**src/hdl/prt_pkg.sv**
```systemverilog
// ============================================================================
// prt_pkg: shared types and constants of the prescaled reference timer
// Item structs, item kind codes, register offsets and mode/event bit fields.
// ============================================================================
`default_nettype none

package prt_pkg;

  // Default slow clock multiplier applied in clock mode 2
  localparam int unsigned SLOW_CLOCK_FACTOR_DEF = 16;

  // Item kinds
  localparam logic [1:0] KIND_TICK  = 2'd0;
  localparam logic [1:0] KIND_READ  = 2'd1;
  localparam logic [1:0] KIND_WRITE = 2'd2;

  // Register byte offsets
  localparam logic [4:0] OFF_MODE = 5'h00;
  localparam logic [4:0] OFF_REF  = 5'h04;
  localparam logic [4:0] OFF_CAP  = 5'h08;
  localparam logic [4:0] OFF_CNT  = 5'h0c;
  localparam logic [4:0] OFF_EVT  = 5'h11;

  // Mode word bit positions
  localparam int unsigned MODE_EN_BIT      = 0;
  localparam int unsigned MODE_CLK_LSB     = 1;
  localparam int unsigned MODE_RESTART_BIT = 3;
  localparam int unsigned MODE_IEN_BIT     = 4;
  localparam int unsigned MODE_PRE_LSB     = 8;

  // Clock mode codes
  localparam logic [1:0] CLK_SYS  = 2'd1;
  localparam logic [1:0] CLK_SLOW = 2'd2;

  // Event flag bit of the reference event
  localparam int unsigned EVT_REF_BIT = 1;

  typedef struct packed {
    logic [1:0]  mode;
    logic [4:0]  addr;
    logic [15:0] wdata;
  } in_item_t;

  typedef struct packed {
    logic [15:0] rdata;
    logic        irq_out;
  } out_item_t;

endpackage

`default_nettype wire

```
**src/hdl/prt_prescaler.sv**
```systemverilog
// ============================================================================
// prt_prescaler: tick divider of the timer
// Counts tick items while the timer runs and strobes one divided tick each
// time the divisor, (prescale+1) or (prescale+1)*SLOW_CLOCK_FACTOR, is reached.
// ============================================================================
`default_nettype none

module prt_prescaler #(
  parameter int unsigned SLOW_CLOCK_FACTOR = prt_pkg::SLOW_CLOCK_FACTOR_DEF
) (
  input  wire logic             clk,
  input  wire logic             rst_n,
  input  wire logic             step,
  input  wire prt_pkg::in_item_t item,
  input  wire logic [15:0]      mode_word,
  output logic                  div_tick
);
  import prt_pkg::*;

  // Phase holds up to 256*factor-1; one more bit for the incremented value
  localparam int unsigned PW = $clog2(256 * SLOW_CLOCK_FACTOR);

  logic [PW-1:0] phase_r, phase_nxt;
  logic [PW:0]   phase_inc;
  logic [PW:0]   divisor;
  logic [PW:0]   base;
  logic [PW:0]   factor;
  logic [1:0]    clk_mode;
  logic          running;
  logic          tick_run;
  logic          restart;

  assign clk_mode = mode_word[MODE_CLK_LSB +: 2];

  assign running = mode_word[MODE_EN_BIT] && mode_word[MODE_RESTART_BIT] &&
                   (clk_mode == CLK_SYS || clk_mode == CLK_SLOW);

  // Divisor: prescale+1, times the slow factor in clock mode 2
  assign base    = (PW+1)'(mode_word[MODE_PRE_LSB +: 8]) + (PW+1)'(1);
  assign factor  = (clk_mode == CLK_SLOW) ? (PW+1)'(SLOW_CLOCK_FACTOR) : (PW+1)'(1);
  assign divisor = (PW+1)'(base * factor);

  assign phase_inc = {1'b0, phase_r} + (PW+1)'(1);
  assign tick_run  = step && (item.mode == KIND_TICK) && running;
  assign div_tick  = tick_run && (phase_inc >= divisor);

  // Mode or reference writes restart the divided period
  assign restart = step && (item.mode == KIND_WRITE) &&
                   (item.addr == OFF_MODE || item.addr == OFF_REF);

  always_comb begin
    phase_nxt = phase_r;
    if (restart) begin
      phase_nxt = '0;
    end else if (tick_run) begin
      phase_nxt = div_tick ? '0 : phase_inc[PW-1:0];
    end
  end

  always_ff @(posedge clk) begin
    if (!rst_n) begin
      phase_r <= '0;
    end else begin
      phase_r <= phase_nxt;
    end
  end

endmodule

`default_nettype wire

```
**src/hdl/prt_regs.sv**
```systemverilog
// ============================================================================
// prt_regs: register file and down counter of the timer
// Applies bus reads and writes and divided ticks, and forms the result item.
// ============================================================================
`default_nettype none

module prt_regs (
  input  wire logic              clk,
  input  wire logic              rst_n,
  input  wire logic              step,
  input  wire prt_pkg::in_item_t item,
  input  wire logic              div_tick,
  output logic [15:0]            mode_word,
  output prt_pkg::out_item_t     result
);
  import prt_pkg::*;

  logic [15:0] mode_r, mode_nxt;
  logic [15:0] ref_r, ref_nxt;
  logic [15:0] cap_r, cap_nxt;
  logic [15:0] evt_r, evt_nxt;
  logic [15:0] cnt_r, cnt_nxt;
  logic [15:0] rd_val;
  logic        do_read;
  logic        do_write;

  assign mode_word = mode_r;
  assign do_read   = step && (item.mode == KIND_READ);
  assign do_write  = step && (item.mode == KIND_WRITE);

  // Read mux
  always_comb begin
    case (item.addr)
      OFF_MODE: rd_val = mode_r;
      OFF_REF:  rd_val = ref_r;
      OFF_CAP:  rd_val = cap_r;
      OFF_CNT:  rd_val = ref_r - cnt_r;
      OFF_EVT:  rd_val = evt_r;
      default:  rd_val = '0;
    endcase
  end

  // Next state: divided tick or bus write (never both in one item)
  always_comb begin
    mode_nxt = mode_r;
    ref_nxt  = ref_r;
    cap_nxt  = cap_r;
    evt_nxt  = evt_r;
    cnt_nxt  = cnt_r;
    if (div_tick) begin
      if (cnt_r <= 16'd1) begin
        evt_nxt[EVT_REF_BIT] = 1'b1;
        cnt_nxt = ref_r;
      end else begin
        cnt_nxt = cnt_r - 16'd1;
      end
    end else if (do_write) begin
      case (item.addr)
        OFF_MODE: begin
          // dropping the enable zeroes the reference
          if (mode_r[MODE_EN_BIT] && !item.wdata[MODE_EN_BIT]) begin
            ref_nxt = '0;
          end
          mode_nxt = item.wdata;
        end
        OFF_REF: ref_nxt = item.wdata;
        OFF_CAP: cap_nxt = item.wdata;
        OFF_CNT: cnt_nxt = item.wdata;
        OFF_EVT: evt_nxt = evt_r & ~item.wdata;
        default: ;
      endcase
    end
  end

  // Result item of the current step
  always_comb begin
    result.rdata   = do_read ? rd_val : 16'd0;
    result.irq_out = mode_nxt[MODE_IEN_BIT] && evt_nxt[EVT_REF_BIT];
  end

  always_ff @(posedge clk) begin
    if (!rst_n) begin
      mode_r <= '0;
      ref_r  <= '0;
      cap_r  <= '0;
      evt_r  <= '0;
      cnt_r  <= '0;
    end else if (step) begin
      mode_r <= mode_nxt;
      ref_r  <= ref_nxt;
      cap_r  <= cap_nxt;
      evt_r  <= evt_nxt;
      cnt_r  <= cnt_nxt;
    end
  end

endmodule

`default_nettype wire

```
**src/hdl/prescaled_reference_timer_core.sv**
```systemverilog
// ============================================================================
// prescaled_reference_timer_core: register-mapped timer with prescaler
// Top level: input register, timer logic, result register.
// ============================================================================
// Each item (tick, bus read or bus write) is taken into an input register,
// applied to the timer registers once the result register is free or
// draining, and its result (read data and interrupt level) lands in an
// output register. One item is accepted every clock cycle while the result
// is not stalled; the path runs through the input register, the register
// update and the result register. A stalled result only holds the input
// side back once the input register is also full.
`default_nettype none

module prescaled_reference_timer_core #(
  parameter int unsigned SLOW_CLOCK_FACTOR = prt_pkg::SLOW_CLOCK_FACTOR_DEF
) (
  input  wire logic               clk,
  input  wire logic               rst_n,
  input  wire logic               in_valid,
  output logic                    in_stall,
  input  wire prt_pkg::in_item_t  in_data,
  output logic                    out_valid,
  input  wire logic               out_stall,
  output prt_pkg::out_item_t      out_data
);
  import prt_pkg::*;

  in_item_t  item_r;
  logic      item_vld_r, item_vld_nxt;
  out_item_t out_r;
  logic      out_vld_r, out_vld_nxt;
  out_item_t result;
  logic [15:0] mode_word;
  logic      adv;
  logic      div_tick;

  // Handshake: advance when the result register is free or draining
  assign adv          = item_vld_r && (!out_vld_r || !out_stall);
  assign in_stall     = item_vld_r && !adv;
  assign item_vld_nxt = (in_valid && !in_stall) || (item_vld_r && !adv);
  assign out_vld_nxt  = adv || (out_vld_r && out_stall);
  assign out_valid    = out_vld_r;
  assign out_data     = out_r;

  prt_prescaler #(
    .SLOW_CLOCK_FACTOR(SLOW_CLOCK_FACTOR)
  ) u_prescaler (
    .clk      (clk),
    .rst_n    (rst_n),
    .step     (adv),
    .item     (item_r),
    .mode_word(mode_word),
    .div_tick (div_tick)
  );

  prt_regs u_regs (
    .clk      (clk),
    .rst_n    (rst_n),
    .step     (adv),
    .item     (item_r),
    .div_tick (div_tick),
    .mode_word(mode_word),
    .result   (result)
  );

  // Valid flags
  always_ff @(posedge clk) begin
    if (!rst_n) begin
      item_vld_r <= 1'b0;
      out_vld_r  <= 1'b0;
    end else begin
      item_vld_r <= item_vld_nxt;
      out_vld_r  <= out_vld_nxt;
    end
  end

  // Payload registers
  always_ff @(posedge clk) begin
    if (in_valid && !in_stall) begin
      item_r <= in_data;
    end
    if (adv) begin
      out_r <= result;
    end
  end

endmodule

`default_nettype wire
```
**config.mk**
```make
export PLATFORM = sky130hd
export DESIGN_NAME = prescaled_reference_timer_core
export DESIGN_NICKNAME = d
export VERILOG_FILES = /design/src/hdl/prt_pkg.sv /design/src/hdl/prt_prescaler.sv /design/src/hdl/prt_regs.sv /design/src/hdl/prescaled_reference_timer_core.sv
export SDC_FILE = /design/constraint.sdc
export NUM_CORES = 1
export LEC_CHECK = 0
export BUFFER_PORTS_ARGS = -buffer_cell sky130_fd_sc_hd__buf_2
export CORE_AREA = 2 2 150 152
export CTS_CLUSTER_SIZE = 40
export DETAILED_ROUTE_END_ITERATION = 10
export DIE_AREA = 0 0 152 154
export MAX_ROUTING_LAYER = met4
export PLACE_DENSITY = 0.5
export REMOVE_ABC_BUFFERS = 1
export SLEW_MARGIN = 10
export SYNTH_ARGS = -nofsm -noshare
export SYNTH_HDL_FRONTEND = slang
export SYNTH_HIERARCHICAL = 1
export SYNTH_SLANG_ARGS = --single-unit
```
**constraint.sdc**
```tcl
create_clock -name clk -period 11.65 [get_ports clk]
set_clock_uncertainty 0.05 [all_clocks]
set_input_delay 3.495 -clock clk [delete_from_list [all_inputs] [get_ports clk]]
set_output_delay 3.495 -clock clk [all_outputs]
set_load 0.01 [all_outputs]
```
== Word-level counts from Yosys, hierarchy flattened ==
Cells that the tools add are included.

* Memories kept: 0
* Input bits: 27
* Register bits: 134
* Bits in latches: 0
* Bits in writable memories: 0
* ROM bits: 0

* Order comparisons: 2
* Multipliers: 1
* Add/sub/neg operators: 4
* Equality and inequality tests: 9
* Div/mod/pow operators: 0
* Bitwise operators: 4
* Mux-type cells: 16
* Reduce and logical (&&, ||, !) cells: 35
* Shifts and indexed selects: 0

{| class="wikitable"
|+ Operators by type and width
! kind !! count
|-
| 16-bit 2-to-1 mux || 5
|-
| 16-bit one-hot mux with 5 select lines || 1
|-
| 16-bit one-hot mux with 2 select lines || 1
|-
| 5-bit 2-to-1 mux || 4
|-
| 16-bit AND || 1
|-
| 16-bit by 1-bit <= comparator with 1-bit output, second input constant || 1
|-
| 16-bit NOT || 1
|-
| 16-bit by 1-bit subtractor with 16-bit output, second input constant || 1
|-
| 16-bit subtractor || 1
|-
| 1-bit logical AND || 14
|-
| 12-bit by 1-bit adder with 13-bit output, second input constant || 1
|-
| 13-bit greater-or-equal comparator || 1
|-
| 13-bit by 13-bit multiplier with 13-bit output || 1
|-
| 12-bit 2-to-1 mux || 1
|-
| 4-bit AND reduction || 3
|-
| 5-bit by 4-bit == test with 1-bit output, second input constant || 2
|-
| 8-bit by 1-bit adder with 9-bit output, second input constant || 1
|-
| 2-bit nonzero test || 3
|-
| 5-bit by 3-bit == test with 1-bit output, second input constant || 1
|-
| 5-bit == test, second input constant || 1
|-
| 1-bit zero test || 5
|-
| 5-bit zero test || 1
|-
| 1-bit logical OR || 5
|-
| 5-bit AND reduction || 1
|-
| other kinds (9) || 14
|}

== Depth between registers and ports, before layout ==
* Depth in word-level cells: 8
* Mapped depth: 23
* Depth with buffers taken out: 22

== By module ==
The synthesis kept the hierarchy.

{| class="wikitable"
|+ By module, submodules not included
! module !! times used !! cells an instance !! area each (um^2)
|-
| prt_regs || 1 || 562 || 4749.6
|-
| prt_prescaler || 1 || 200 || 1508.9
|-
| prescaled_reference_timer_core || 1 || 48 || 1285.0
|}

== Worst setup path after synthesis ==
Ideal clock, no wire load.

* Path type: in2out
* Start point: input out_stall
* End point: output in_stall
* Stages: 1
* Setup slack: 4.424 ns
* Data required time: 8.105 ns
* Data arrival time: 3.681 ns
* Cells stage by stage: and3_4

* Longest elaborated chain between the ends: 5

{| class="wikitable"
|+ Ends and longest elaborated chain
! what !! line !! text
|-
| from (decl) || prescaled_reference_timer_core.sv:23 || <nowiki>input wire logic out_stall,</nowiki>
|-
| 1-bit zero test || prescaled_reference_timer_core.sv:38 || <nowiki>assign adv = item_vld_r && (!out_vld_r || !out_stall);</nowiki>
|-
| 1-bit logical OR || prescaled_reference_timer_core.sv:38 ||
|-
| 1-bit logical AND || prescaled_reference_timer_core.sv:38 ||
|-
| 1-bit zero test || prescaled_reference_timer_core.sv:39 || <nowiki>assign in_stall = item_vld_r && !adv;</nowiki>
|-
| 1-bit logical AND || prescaled_reference_timer_core.sv:39 ||
|-
| to (decl) || prescaled_reference_timer_core.sv:20 || <nowiki>output logic in_stall,</nowiki>
|}

No other way between the ends.

== Worst setup path in the final report ==
Ends and elaborated chain as after synthesis.

==> results.md <==
Status:
- The flow ran to the end, and the final reports show no timing, DRC or antenna violations.

Job:
- Across the run, the number of max-cap violations was 0.

Logic synthesis:
- The biggest area contributor in the post-synthesis netlist is sky130_fd_sc_hd__dfxtp_1.
- Of the total synthesized cell area, the portion taken by XOR and XNOR cells is 5.457%.
- The fraction of the mapped netlist area in compound gates is 16.72%.
- Ranked by total cell area, the synthesized netlist is headed by sky130_fd_sc_hd__dfxtp_1, sky130_fd_sc_hd__edfxtp_1, sky130_fd_sc_hd__ha_1.
- Summing the areas of all fa, ha and maj instances in the mapped netlist gives 7.000% of the synthesized area.
- Synthesis produced 810 cells.
- The combined area of all synthesized cells is 7543 um2.
- The most instantiated flip-flop cell in the synthesis netlist is sky130_fd_sc_hd__dfxtp_1.
- The area share of and/or/nand/nor cells after synthesis is 18.61%.
- Dividing the synthesized area by the synthesized cell count gives 9.313 um2.
- By area, the combinational part of the netlist is dominated by simple AND/OR/NAND/NOR gates.
- The proportion of netlist area held by the largest area contributor is 24.95%.
- Multiplexer cells account for 7.447% of the synthesized area.
- The number of flip-flops and latches in the synthesized netlist is 134.
- In this run, synthesis inferred 40 flip-flops with an integrated enable.
- For this run, asynchronously set or reset flops after synthesis account for 0%.
- The number of distinct library cells after synthesis is 81.
- After synthesis, flip-flops and latches occupy 40.87% of the total area.
- During synthesis, Yosys emitted a total of 6 warnings.

Global route:
- The number of global-route vias before repair was 5759.
- The sum of overflow across all layers after global routing is 0.
- The first global-routing pass estimated 33420 um of wire.
- Global routing used 18.95% of the available tracks across all layers.
- The number of antenna violations at the first check in global routing is 0.
- Entering global routing, the biggest net connects 36 pins.

Worst setup path:
- The slowest cell on the critical path is sky130_fd_sc_hd__and3_4.
- In this run the critical register-to-register path is launched from u_regs/mode_word[8]$_SDFFE_PN0P_.
- The largest delay contributor family on the critical path is buffers and inverters.
- Walking the worst path, the cells encountered are buf_2 -> and3_4 -> buf_2.
- The internal reg-to-reg setup slack is 6.31 ns.
- The most used cell along the critical path is sky130_fd_sc_hd__buf_2.
- Counting both buffers and inverters, the worst setup path holds a total of 2.
- Of all nets on the critical path, the largest fanout is 3.
- The worst endpoint required time is 8.11 ns.
- The number of cells on the worst reg-to-reg path is 17.
- The startpoint kind of the worst setup timing path is an input port.
- The arrival time reported for the critical path endpoint is 3.95 ns.
- The endpoint kind of the worst setup timing path is an output pin.
- In this design, the stage delay of the slowest critical-path cell is 0.20 ns.
- The worst register-to-register path ends at u_regs/ref_r[4]$_SDFFE_PN0P_.
- The worst setup path is of the input port to output pin kind.

Floorplanning:
- The initial utilization of the core area, before any placement, comes to 34.78%.
- The total area inside the core boundary comes to 21690 um2.
- The die is 152 um wide.
- For this design the top-level I/O count stands at 46.
- The floorplan has 54 rows.
- The die boundary height is 154 um.
- The die footprint is 23410 um2.

Layout:
- Leaving out fill and tap cells, the most frequent cell in the layout is sky130_fd_sc_hd__dfxtp_1.
- Leaving out filler cells and counting taps, the final layout contains 1145.
- The library cells used most frequently in the layout, excluding fill and tap cells, are sky130_fd_sc_hd__dfxtp_1, sky130_fd_sc_hd__nor2_1, sky130_fd_sc_hd__nand2_1.
- The post-layout net count is 920.
- Summing all multi-input logic gate instances after layout gives 4223 um2.
- Relative to the synthesized area, the layout overhead comes to 15.91%.
- 0 antenna diodes ended up in the layout.
- The sequential cells in the finished layout cover a total of 3083 um2.
- The layout has 2207 filler cells.
- The share of post-route cells with drive strength above 1 is 15.49%.

Pwr:
- For this design the ratio of total power to cell area is 130.4 nW/um2.
- Summed over all cells, the static leakage comes to 3.212 nW.
- Across the VDD grid, the largest voltage drop is 0.00008865 V.

Hold path:
- The end point of the most critical hold path is u_regs/evt_r[15]$_SDFFE_PN0P_.
- The type of the worst min-delay path is flip-flop to flip-flop.
- The worst hold path startpoint is u_regs/evt_r[15]$_SDFFE_PN0P_.
- Counting instances, the worst hold path has a depth of 2.

STA:
- The final number of setup-violating endpoints is 0.
- Adding up every negative setup slack in the final design gives 0 ns.
- In this run the tightest slew margin relative to its limit is 33.58%.
- The slew at the pin closest to its max-slew limit is 0.9889 ns.
- The shortest period the worst path allows is 7.498 ns.
- The number of hold violations in the final report was 0.
- The max-slew violation total from the final report was 0.
- Setup repair after global routing left no endpoint under its margin.
- Based on the critical path, the design can be clocked at up to 133.4 MHz.
- The share of the clock period used by the worst path is 64.36%.

Routing:
- The number of iterations in the first detailed-routing pass is 8.
- The post-route DRC violation count is 0.
- The routed design has 21700 um of wire.
- The routed wirelength normalized by instance count is 18.95 um.
- The detail route stage leaves a number of antenna-violating nets equal to 0.
- After the first detailed-routing iteration, the DRC count stood at 592.
- The total vias in the final route is 6217.
- After detailed routing, the number of vias per cell comes to 5.430.

Placed design:
- The final weighted congestion in routability-driven placement is 0.8344.
- The instance count after placement with tap cells included is 1113.
- The number of buffers inserted by port buffering is 45.
- Detailed placement finished with a half-perimeter wire length of 14350 um.

CTS:
- In this run the clock root is driven by a sky130_fd_sc_hd__clkbuf_16.
- In this run, post-CTS hold repair placed 0 buffers.
- TritonCTS created 17 clock buffers.
- Counting every sink on the clock net gives 134.
- The maximum buffer depth of the clock tree is 2.
- The number of buffers inserted by post-CTS setup repair is 0.
- The clock latency of the later-clocked register in the worst-skew pair is 0.42 ns.
- The TritonCTS clock tree is yes.
- Clock-pin slew was measured on the worst setup and hold paths at 0.05 ns.
- The H-tree was split into 4 levels.
- Post-CTS repair changed the size of 0 cells.
[registers in the layout, indices dropped and copies added (netlist names)]
signal	cells
item_r	23
out_data	17
u_regs/cap_r	16
u_regs/cnt_r	16
u_regs/evt_r	16
u_regs/mode_word	16
u_regs/ref_r	16
u_prescaler/phase_r	12
item_vld_r	1
out_valid	1
[layer usage]
layer | routed length [um] | track usage, %
met1 | 10280 | 24.68
met5 | 0 | -
met2 | 10170 | 30.39
met3 | 1029 | 3.777
met4 | 228 | 4.628
[power breakdown]
part           switching [mW]  total (mW)  internal, mW  leakage (nW)
Sequential            0.00831       0.496         0.488          1.15
Clock                   0.214       0.600         0.387         0.300
Combinational          0.0287      0.0436        0.0149          1.76
Total                   0.251        1.14         0.890          3.21
[Yosys cell counts (7+ instances only)]
cell type / number
sky130_fd_sc_hd__nand3_1: 22
sky130_fd_sc_hd__nor2_1: 93
sky130_fd_sc_hd__mux2i_1: 37
sky130_fd_sc_hd__nand2_1: 71
sky130_fd_sc_hd__o22ai_1: 9
sky130_fd_sc_hd__inv_1: 29
sky130_fd_sc_hd__a21oi_1: 51
sky130_fd_sc_hd__a222oi_1: 14
sky130_fd_sc_hd__nor3_1: 19
sky130_fd_sc_hd__nor2b_1: 7
sky130_fd_sc_hd__a31oi_1: 9
sky130_fd_sc_hd__mux2_2: 17
sky130_fd_sc_hd__clkbuf_1: 28
sky130_fd_sc_hd__edfxtp_1: 40
sky130_fd_sc_hd__xnor2_1: 31
sky130_fd_sc_hd__buf_2: 7
sky130_fd_sc_hd__o211ai_1: 10
sky130_fd_sc_hd__nand4_1: 9
sky130_fd_sc_hd__xor2_1: 16
sky130_fd_sc_hd__o21ai_0: 19
sky130_fd_sc_hd__a22oi_1: 16
sky130_fd_sc_hd__dfxtp_1: 94
sky130_fd_sc_hd__nand2b_1: 7
sky130_fd_sc_hd__ha_1: 39
[cell families (layout without fill, tap and decap cells)]
family,count (synthesis),in the layout
other cells,2,6
flops,134,134
compound gates,182,182
xor+xnor,47,47
simple gates,281,281
buf+inv,69,120
mux,54,54
fa+ha+maj,41,41
[cell type report]
type                    instances  share of cell area, %
multi-input cells             611                  48.30
flip-flops and latches        134                  35.26
clock buffers                  21                  5.152
inverters                      29                  1.245
repair buffers                 59                  3.778
clock inverters                11                  2.261
well taps                     280                  4.007
[stage by stage]
step | power [mW] | util (%) | worst slack [ns] | cell area [um2] | hold WS [ns]
floorplan | 0.5260 | - | 3.545 | 7381 | 0.3616
global placement | 0.5505 | 37.33 | 4.151 | 8095 | 0.3706
finish | 1.141 | 40.31 | 4.152 | 8743 | 0.3840
CTS | 1.153 | 40.31 | 4.152 | 8743 | 0.3837
global route | 1.177 | 40.31 | 4.126 | 8743 | 0.4021
detailed placement | 0.5505 | 37.33 | 4.153 | 8095 | 0.3743
[how the worst max path moves through the flow]
stage | start | end | cells after the start
floorplan | out_stall | u_regs/cnt_r[14]$_SDFFE_PN0P_ | 9
global placement | out_stall | in_stall | 3
detailed placement | out_stall | in_stall | 3
CTS | out_stall | in_stall | 3
global route | out_stall | in_stall | 3
finish | out_stall | in_stall | 3
[worst register-to-register path: stages, from the launching register on]
cell,delay (ns)
sky130_fd_sc_hd__dfxtp_1,0.48
sky130_fd_sc_hd__ha_1,0.25
sky130_fd_sc_hd__nand3_1,0.15
sky130_fd_sc_hd__xnor2_1,0.20
sky130_fd_sc_hd__mux2_2,0.29
sky130_fd_sc_hd__ha_1,0.31
sky130_fd_sc_hd__or2_2,0.29
sky130_fd_sc_hd__o21ai_0,0.18
sky130_fd_sc_hd__ha_1,0.29
sky130_fd_sc_hd__a21oi_1,0.14
sky130_fd_sc_hd__o21ai_1,0.11
sky130_fd_sc_hd__o211ai_1,0.28
sky130_fd_sc_hd__nand3_1,0.12
sky130_fd_sc_hd__buf_4,0.27
sky130_fd_sc_hd__nor3b_1,0.50
sky130_fd_sc_hd__nand3_1,0.80
sky130_fd_sc_hd__a22oi_1,0.44
sky130_fd_sc_hd__nor2_1,0.06
Note: power is estimated with default switching activity, not from simulation.
